$ cat config.mk
export PLATFORM = sky130hd
export DESIGN_NAME = crc8_response_framer_unit_flat
export DESIGN_NICKNAME = d
export VERILOG_FILES = /design/src/rtl/core/crc8rf_pkg.sv /design/src/rtl/core/crc8rf_in_if.sv /design/src/rtl/core/crc8rf_out_if.sv /design/src/rtl/core/crc8_response_framer_unit.sv /design/src/flat_wrapper.sv
export SDC_FILE = /design/constraint.sdc
export NUM_CORES = 1
export LEC_CHECK = 0
export BUFFER_PORTS_ARGS = -buffer_cell sky130_fd_sc_hd__clkbuf_2
export CELL_PAD_IN_SITES_DETAIL_PLACEMENT = 1
export CELL_PAD_IN_SITES_GLOBAL_PLACEMENT = 1
export CORE_ASPECT_RATIO = 1.4
export CORE_MARGIN = 3
export CORE_UTILIZATION = 50
export DETAILED_ROUTE_END_ITERATION = 10
export PLACE_DENSITY_LB_ADDON = 0.1
export SYNTH_ARGS = -nofsm -noshare
export SYNTH_HDL_FRONTEND = slang
export SYNTH_SLANG_ARGS = --single-unit
$ cat constraint.sdc
create_clock -name clk -period 8.2 [get_ports clk]
set_clock_uncertainty 0.1 [all_clocks]
set_input_delay 0 -clock clk [delete_from_list [all_inputs] [get_ports clk]]
set_output_delay 0 -clock clk [all_outputs]
set_load 0.005 [all_outputs]
$ cat src/rtl/core/crc8rf_pkg.sv
// ----------------------------------------------------------------------------
// crc8rf_pkg
// Shared types, frame constants and the CRC-8 (poly 0x31, MSB first) update.
// ----------------------------------------------------------------------------
`default_nettype none

package crc8rf_pkg;

  typedef logic [7:0] byte_t;
  typedef logic [2:0] pos_t;

  localparam byte_t SYNC_A      = 8'hAC;
  localparam byte_t SYNC_B      = 8'h53;
  localparam byte_t CRC_POLY    = 8'h31;
  localparam byte_t MAX_PAYLOAD = 8'd250;
  localparam byte_t LEN_BASE    = 8'd4;

  // Result counts and byte positions within one item's burst
  localparam pos_t HDR_CNT_OPEN   = 3'd6;
  localparam pos_t HDR_CNT_CLOSED = 3'd7;
  localparam pos_t PAY_CNT_OPEN   = 3'd1;
  localparam pos_t PAY_CNT_CLOSED = 3'd2;

  localparam pos_t HDR_POS_SYNC_A = 3'd0;
  localparam pos_t HDR_POS_SYNC_B = 3'd1;
  localparam pos_t HDR_POS_LEN    = 3'd2;
  localparam pos_t HDR_POS_SEQ    = 3'd3;
  localparam pos_t HDR_POS_ADDR   = 3'd4;
  localparam pos_t HDR_POS_ACK    = 3'd5;
  localparam pos_t HDR_POS_CRC    = 3'd6;
  localparam pos_t PAY_POS_DATA   = 3'd0;
  localparam pos_t PAY_POS_CRC    = 3'd1;

  // One byte through the CRC-8: eight shift/xor steps
  function automatic byte_t crc8_update(input byte_t crc, input byte_t data);
    byte_t c;
    c = crc ^ data;
    for (int k = 0; k < 8; k++) begin
      c = c[7] ? ({c[6:0], 1'b0} ^ CRC_POLY) : {c[6:0], 1'b0};
    end
    return c;
  endfunction

endpackage

`default_nettype wire

$ cat src/rtl/core/crc8rf_in_if.sv
// ----------------------------------------------------------------------------
// crc8rf_in_if
// Input channel: header or payload items, valid/ready handshake.
// ----------------------------------------------------------------------------
`default_nettype none

interface crc8rf_in_if import crc8rf_pkg::*; ();
  logic  valid;
  logic  ready;
  logic  is_header;
  byte_t seq_number;
  byte_t address;
  byte_t ack_code;
  byte_t payload_length;
  byte_t payload_byte;

  modport source (
    output valid, is_header, seq_number, address, ack_code, payload_length, payload_byte,
    input  ready
  );
  modport sink (
    input  valid, is_header, seq_number, address, ack_code, payload_length, payload_byte,
    output ready
  );
endinterface

`default_nettype wire

$ cat src/rtl/core/crc8rf_out_if.sv
// ----------------------------------------------------------------------------
// crc8rf_out_if
// Result channel: one frame byte per transfer, valid/ready handshake.
// ----------------------------------------------------------------------------
`default_nettype none

interface crc8rf_out_if import crc8rf_pkg::*; ();
  logic  valid;
  logic  ready;
  byte_t out_byte;
  logic  frame_end;

  modport source (
    output valid, out_byte, frame_end,
    input  ready
  );
  modport sink (
    input  valid, out_byte, frame_end,
    output ready
  );
endinterface

`default_nettype wire

$ cat src/rtl/core/crc8_response_framer_unit.sv
// ----------------------------------------------------------------------------
// crc8_response_framer_unit
// Flow: an accepted item is latched into the burst buffer; its bytes then
//   pass through the output register at one per cycle while out_if.ready holds.
// Throughput: open payload items one per cycle while the output does not stall;
//   the closing one holds the input for its data and CRC bytes, a header item
//   for the 6 or 7 frame bytes it produces (set by the single-byte output register).
// Reset (rst_n low, synchronous): no frame open, burst buffer and output empty.
// ----------------------------------------------------------------------------
`default_nettype none

module crc8_response_framer_unit import crc8rf_pkg::*; (
  input  wire logic      clk,
  input  wire logic      rst_n,
  crc8rf_in_if.sink      in_if,
  crc8rf_out_if.source   out_if
);

  // CRC sequencer for header bytes, one byte per cycle after the transfer
  typedef enum logic [1:0] {
    STEP_IDLE,
    STEP_SEQ,
    STEP_ADDR,
    STEP_ACK
  } step_t;

  // Frame state
  logic  frame_open_r, frame_open_nxt;
  byte_t remain_r,     remain_nxt;
  byte_t crc_r,        crc_nxt;
  step_t step_r,       step_nxt;

  // Burst buffer: the accepted item and the bytes it still owes
  logic  hdr_r,   hdr_nxt;
  logic  empty_r, empty_nxt;   // header with no payload: CRC skips ack
  byte_t len_r,   len_nxt;
  byte_t seq_r,   seq_nxt;
  byte_t addr_r,  addr_nxt;
  byte_t ack_r,   ack_nxt;
  byte_t data_r,  data_nxt;
  pos_t  cnt_r,   cnt_nxt;
  pos_t  idx_r,   idx_nxt;

  // Output register
  logic  out_valid_r, out_valid_nxt;
  byte_t out_byte_r,  out_byte_nxt;
  logic  out_end_r,   out_end_nxt;

  logic  in_fire;
  logic  out_load;
  pos_t  pending;
  byte_t size_clamped;
  byte_t len_calc;
  byte_t sel_byte;
  logic  sel_end;

  assign pending  = cnt_r - idx_r;
  assign out_load = (pending != '0) && (!out_valid_r || out_if.ready);

  // Take a new item once the buffer is empty or hands over its last byte now
  assign in_if.ready = (pending == '0) || ((pending == pos_t'(1)) && out_load);
  assign in_fire     = in_if.valid && in_if.ready;

  assign size_clamped = (in_if.payload_length > MAX_PAYLOAD) ? MAX_PAYLOAD
                                                             : in_if.payload_length;
  assign len_calc     = LEN_BASE + size_clamped;

  // Byte at the read position; the CRC comes straight from the running value
  always_comb begin
    sel_byte = crc_r;
    sel_end  = 1'b0;
    if (hdr_r) begin
      unique case (idx_r)
        HDR_POS_SYNC_A: sel_byte = SYNC_A;
        HDR_POS_SYNC_B: sel_byte = SYNC_B;
        HDR_POS_LEN:    sel_byte = len_r;
        HDR_POS_SEQ:    sel_byte = seq_r;
        HDR_POS_ADDR:   sel_byte = addr_r;
        HDR_POS_ACK:    sel_byte = ack_r;
        HDR_POS_CRC: begin
          sel_byte = crc_r;
          sel_end  = 1'b1;
        end
        default:        sel_byte = crc_r;
      endcase
    end else begin
      unique case (idx_r)
        PAY_POS_DATA:   sel_byte = data_r;
        PAY_POS_CRC: begin
          sel_byte = crc_r;
          sel_end  = 1'b1;
        end
        default:        sel_byte = crc_r;
      endcase
    end
  end

  always_comb begin
    frame_open_nxt = frame_open_r;
    remain_nxt     = remain_r;
    crc_nxt        = crc_r;
    step_nxt       = step_r;
    hdr_nxt        = hdr_r;
    empty_nxt      = empty_r;
    len_nxt        = len_r;
    seq_nxt        = seq_r;
    addr_nxt       = addr_r;
    ack_nxt        = ack_r;
    data_nxt       = data_r;
    cnt_nxt        = cnt_r;
    idx_nxt        = idx_r;
    out_valid_nxt  = out_valid_r;
    out_byte_nxt   = out_byte_r;
    out_end_nxt    = out_end_r;

    // Header CRC: len on transfer, then seq, addr and (if payload) ack.
    // All done before the burst can drain far enough for the CRC byte.
    unique case (step_r)
      STEP_IDLE: ;
      STEP_SEQ: begin
        crc_nxt  = crc8_update(crc_r, seq_r);
        step_nxt = STEP_ADDR;
      end
      STEP_ADDR: begin
        crc_nxt  = crc8_update(crc_r, addr_r);
        step_nxt = empty_r ? STEP_IDLE : STEP_ACK;
      end
      STEP_ACK: begin
        crc_nxt  = crc8_update(crc_r, ack_r);
        step_nxt = STEP_IDLE;
      end
      default:   step_nxt = STEP_IDLE;
    endcase

    if (out_load) begin
      out_valid_nxt = 1'b1;
      out_byte_nxt  = sel_byte;
      out_end_nxt   = sel_end;
      idx_nxt       = idx_r + pos_t'(1);
    end else if (out_if.ready) begin
      out_valid_nxt = 1'b0;
    end

    if (in_fire) begin
      idx_nxt = '0;
      hdr_nxt = in_if.is_header;
      if (in_if.is_header) begin
        len_nxt   = len_calc;
        seq_nxt   = in_if.seq_number;
        addr_nxt  = in_if.address;
        ack_nxt   = in_if.ack_code;
        empty_nxt = (size_clamped == '0);
        crc_nxt   = crc8_update('0, len_calc);
        step_nxt  = STEP_SEQ;
        if (size_clamped == '0) begin
          cnt_nxt        = HDR_CNT_CLOSED;
          frame_open_nxt = 1'b0;
          remain_nxt     = '0;
        end else begin
          cnt_nxt        = HDR_CNT_OPEN;
          frame_open_nxt = 1'b1;
          remain_nxt     = size_clamped;
        end
      end else if (frame_open_r && (remain_r != '0)) begin
        data_nxt = in_if.payload_byte;
        if (remain_r == 8'd1) begin
          // last payload byte stays out of the CRC; crc_r is the check byte
          cnt_nxt        = PAY_CNT_CLOSED;
          frame_open_nxt = 1'b0;
          remain_nxt     = '0;
        end else begin
          cnt_nxt    = PAY_CNT_OPEN;
          crc_nxt    = crc8_update(crc_r, in_if.payload_byte);
          remain_nxt = remain_r - 8'd1;
        end
      end else begin
        // stray payload: dropped, nothing to send
        cnt_nxt = '0;
      end
    end
  end

  always_ff @(posedge clk) begin
    if (!rst_n) begin
      frame_open_r <= 1'b0;
      remain_r     <= '0;
      crc_r        <= '0;
      step_r       <= STEP_IDLE;
      cnt_r        <= '0;
      idx_r        <= '0;
      out_valid_r  <= 1'b0;
    end else begin
      frame_open_r <= frame_open_nxt;
      remain_r     <= remain_nxt;
      crc_r        <= crc_nxt;
      step_r       <= step_nxt;
      cnt_r        <= cnt_nxt;
      idx_r        <= idx_nxt;
      out_valid_r  <= out_valid_nxt;
    end
  end

  // Payload registers, no reset
  always_ff @(posedge clk) begin
    hdr_r      <= hdr_nxt;
    empty_r    <= empty_nxt;
    len_r      <= len_nxt;
    seq_r      <= seq_nxt;
    addr_r     <= addr_nxt;
    ack_r      <= ack_nxt;
    data_r     <= data_nxt;
    out_byte_r <= out_byte_nxt;
    out_end_r  <= out_end_nxt;
  end

  assign out_if.valid     = out_valid_r;
  assign out_if.out_byte  = out_byte_r;
  assign out_if.frame_end = out_end_r;

  // Header CRC sequence must have finished before the next item arrives
  a_step_done_on_transfer: assert property (@(posedge clk) disable iff (!rst_n)
    in_fire |-> (step_r == STEP_IDLE))
    else $error("CRC sequencer still busy at input transfer");

  // Read position never passes the burst length
  a_idx_in_range: assert property (@(posedge clk) disable iff (!rst_n)
    idx_r <= cnt_r)
    else $error("burst read position beyond burst length");

  // A payload item with no open frame leaves nothing to send
  a_stray_dropped: assert property (@(posedge clk) disable iff (!rst_n)
    (in_fire && !in_if.is_header && !frame_open_r) |=> (pending == '0))
    else $error("stray payload produced output");

  // CRC sequencer only runs for a header burst
  a_step_header_only: assert property (@(posedge clk) disable iff (!rst_n)
    (step_r != STEP_IDLE) |-> hdr_r)
    else $error("CRC sequencer active outside header burst");

endmodule

`default_nettype wire
$ cat src/flat_wrapper.sv
// flat-port wrapper written by rule: the top's interface ports become plain ports
module crc8_response_framer_unit_flat import crc8rf_pkg::*;
  (clk, rst_n, in_if_valid, in_if_is_header, in_if_seq_number, in_if_address, in_if_ack_code, in_if_payload_length, in_if_payload_byte, in_if_ready, out_if_valid, out_if_out_byte, out_if_frame_end, out_if_ready);
  crc8rf_in_if in_if_i ();
  crc8rf_out_if out_if_i ();
  input  wire logic clk;
  input  wire logic rst_n;
  input wire logic [$bits(in_if_i.valid)-1:0] in_if_valid;
  input wire logic [$bits(in_if_i.is_header)-1:0] in_if_is_header;
  input wire logic [$bits(in_if_i.seq_number)-1:0] in_if_seq_number;
  input wire logic [$bits(in_if_i.address)-1:0] in_if_address;
  input wire logic [$bits(in_if_i.ack_code)-1:0] in_if_ack_code;
  input wire logic [$bits(in_if_i.payload_length)-1:0] in_if_payload_length;
  input wire logic [$bits(in_if_i.payload_byte)-1:0] in_if_payload_byte;
  output wire logic [$bits(in_if_i.ready)-1:0] in_if_ready;
  output wire logic [$bits(out_if_i.valid)-1:0] out_if_valid;
  output wire logic [$bits(out_if_i.out_byte)-1:0] out_if_out_byte;
  output wire logic [$bits(out_if_i.frame_end)-1:0] out_if_frame_end;
  input wire logic [$bits(out_if_i.ready)-1:0] out_if_ready;
  assign in_if_i.valid = in_if_valid;
  assign in_if_i.is_header = in_if_is_header;
  assign in_if_i.seq_number = in_if_seq_number;
  assign in_if_i.address = in_if_address;
  assign in_if_i.ack_code = in_if_ack_code;
  assign in_if_i.payload_length = in_if_payload_length;
  assign in_if_i.payload_byte = in_if_payload_byte;
  assign in_if_ready = in_if_i.ready;
  assign out_if_valid = out_if_i.valid;
  assign out_if_out_byte = out_if_i.out_byte;
  assign out_if_frame_end = out_if_i.frame_end;
  assign out_if_i.ready = out_if_ready;
  crc8_response_framer_unit u_core (.clk(clk), .rst_n(rst_n), .in_if(in_if_i), .out_if(out_if_i));
endmodule
==> impl_metrics.tcl <==
set metrics [dict create \
    outcome "completed" \
    power_frac_clock_pct 16.9 \
    grt_max_degree 38 \
    hp-class "in2reg" \
    grt_pass1_vias 4499 \
    cts-htree-levels 3 \
    slowest_stage "buf_4" \
    p_int_mw 1.54 \
    ctsHoldBuffers 35 \
    grt.total_usage_pct 30.0 \
    drt-initial-drc-count 252 \
    io_pins 56 \
    seq_area_frac_synth_pct 42.6 \
    multi_input_area_um2 2590 \
    critPathLaunchType "register" \
    synthArstFlopShare_pct 0 \
    ant_nets 0 \
    worst_pin_slew_ps 922 \
    crit_type "reg2reg" \
    power.share.sequential_pct 25.7 \
    ys_ff_latch 77 \
    min_period_ps 3260 \
    vias_per_cell 6.20 \
    crit_arrival_ps 3390 \
    core_um2 9180 \
    post-route-util_pct 63.5 \
    avgSynthCellArea_um2 10.2 \
    drc 0 \
    vias 4084 \
    area_delta_synth_final_pct 21.1 \
    synth_largest_area_cell "edfxtp_1" \
    synth_edf_count 51 \
    rsz0062_at_grt "no" \
    grt-ovfl-total 0 \
    cts_buffers 9 \
    initial_core_util_pct 52.4 \
    antenna_found_initial 1 \
    cts_tree "yes" \
    synth_ff_type "edfxtp_1" \
    dieHeight_um 122 \
    cts.clk_slew.worst_paths_ps 70 \
    clk_latency_ps 340 \
    layout-drive-gt1-share_pct 14.9 \
    fin_nets 601 \
    synth_top_area_share_pct 31.8 \
    synth_warnings 0 \
    die_x_um 88.9 \
    cp-end-kind "register" \
    max_slew_margin_pct 38.4 \
    grt_pass1_wl_um 23900 \
    swShare_pct 44.3 \
    cp_top_family "simple AND/OR/NAND/NOR gates" \
    layout.cells.non_filler 659 \
    die-area_um2 10900 \
    seqCellArea_um2 2050 \
    fmax_ghz 0.307 \
    yosysMostFrequentCell "xnor2_1" \
    clock-sinks 77 \
    ys_types 54 \
    synth_common_cells "68 x xnor2_1, 51 x edfxtp_1, 40 x nand2_1" \
    globalplace.congestion 0.949 \
    synth.area.top_cells "edfxtp_1 32%, xnor2_1 12%, dfxtp_1 11%, xor2_1 4.2%, nand2_1 3.1%" \
    slowest_delay_ps 400 \
    peakVddDrop_mv 0.185 \
    post_cts_buffers 0 \
    place_hpwl_um 10400 \
    cts_root_buffer "clkbuf_16" \
    crit_required_ps 8330 \
    period_share_pct 39.8 \
    critical_path.max_fanout 37 \
    synth_fp_nets 526 \
    drv_cap 0 \
    setup_violations 0 \
    detail_route.wl_per_cell_um 23.6 \
    firstDrtPassIters 5 \
    p_comb_share_pct 57.4 \
    r2r_slack_ps 4940 \
    drt-total-wl_um 15500 \
    cellLeakagePower_nw 2.24 \
    post_cts_resized 0 \
    finalMaxSlewViolations 0 \
    dpl.cell_count 607 \
    synth_area_um2 4820 \
    fillerInstances 973 \
    cts_buffer_depth 2 \
    rows 41 \
    syn_inst 471 \
    power_density_nw_per_um2 475 \
    io_buffers 55 \
    switchingPower_mw 1.23 \
    setup-tns-final_ps 0 \
    hold_viol 0 \
    crit_path_cell_trace "ha_1 -> fa_1 -> xor3_1 -> nor2b_1 -> nand3b_2 -> inv_1 -> nand2_1 -> inv_1 -> buf_4 -> nand2_1 -> a311oi_1" \
    crit_buf_inv 3 \
]
[stage by stage]
step | total power [mW] | hold WS, ps | area, um^2 | setup slack (ps)
2_1_floorplan | 1.80 | -1.13 | 4820 | 5220
5_1_grt | 2.93 | 36.2 | 5830 | 4560
4_1_cts | 2.70 | 12.3 | 5830 | 4900
6_report | 2.77 | 17.6 | 5830 | 4940
3_5_place_dp | 2.19 | 79.1 | 5130 | 5030
3_3_place_gp | 2.15 | 77.7 | 5130 | 5200
[state kept, by name, summed over array words and instances (netlist names), 2 cells and up]
name and flops:
u_core.idx_r 3, u_core.ack_r 8, u_core.data_r 8, u_core.seq_r 8, u_core.out_if.out_byte 8, u_core.cnt_r 3
u_core.step_r 2, u_core.len_r 8, u_core.crc_r 8, u_core.remain_r 8, u_core.addr_r 8
[logic make-up after synthesis]
| family | after synthesis | synth area share, % |
|---|---|---|
| adder cells (fa/ha/maj) | 10 | 2.75 |
| multiplexers | 5 | 1.30 |
| AO/OA/AOI/OAI | 112 | 15.5 |
| flip-flops | 77 | 42.6 |
| buffers and inverters | 45 | 3.61 |
| XOR/XNOR | 105 | 23.2 |
| AND/OR/NAND/NOR | 117 | 11.0 |
[layout make-up]
| type | instances | share of cell area [%] |
|---|---|---|
| Clock inverter | 7 | 2.10 |
| Timing Repair Buffer | 92 | 11.0 |
| Clock buffer | 9 | 3.86 |
| Multi-Input combinational cell | 349 | 44.4 |
| Antenna cell | 1 | 0.0429 |
| Inverter | 17 | 1.09 |
| Tap cell | 107 | 2.30 |
| Sequential cell | 77 | 35.2 |
[layer usage]
layer	vias to the layer above	GRT usage [%]	routed length [um]
li1	1848	-	-
met1	2021	30.9	5440
met2	150	55.0	8450
met3	65	6.50	782
met4	0	16.1	851
met5	-	0	0
[final timing paths]
kind                                   to                         start  depth (start not counted)
min             u_core.len_r[6]$_DFFE_PP_       in_if_payload_length[6]                          2
max reg2reg    u_core.crc_r[1]$_SDFF_PN0_  u_core.idx_r[0]$_SDFFE_PP0P_                         11
min reg2reg  u_core.cnt_r[2]$_SDFFE_PN0P_  u_core.cnt_r[2]$_SDFFE_PN0P_                          2
max            u_core.crc_r[1]$_SDFF_PN0_  u_core.idx_r[0]$_SDFFE_PP0P_                         11
[cell usage in the layout, fill, tap and decap left out, drive strengths merged, types with 9 or more instances in the layout]
cell	synthesis	final
xor2	24	24
xnor2	70	70
ha	9	9
o22ai	9	9
dfxtp	26	26
nand3	10	10
inv	16	17
nand2	40	40
a21oi	28	28
nor2	38	38
dlygate4sd3	0	35
a22oi	13	13
o21ai	18	18
edfxtp	51	51
clkbuf	23	64
[power by group through the flow]
stage | sequential [mW] | combinational [mW] | clock, mW
final | 0.712 | 1.59 | 0.467
after global placement | 0.705 | 1.44 | 0
after detailed placement | 0.713 | 1.47 | 0
after floorplan | 0.649 | 1.15 | 0
after global routing | 0.723 | 1.73 | 0.484
after CTS | 0.706 | 1.53 | 0.468
(Power assumes the default switching activity.)
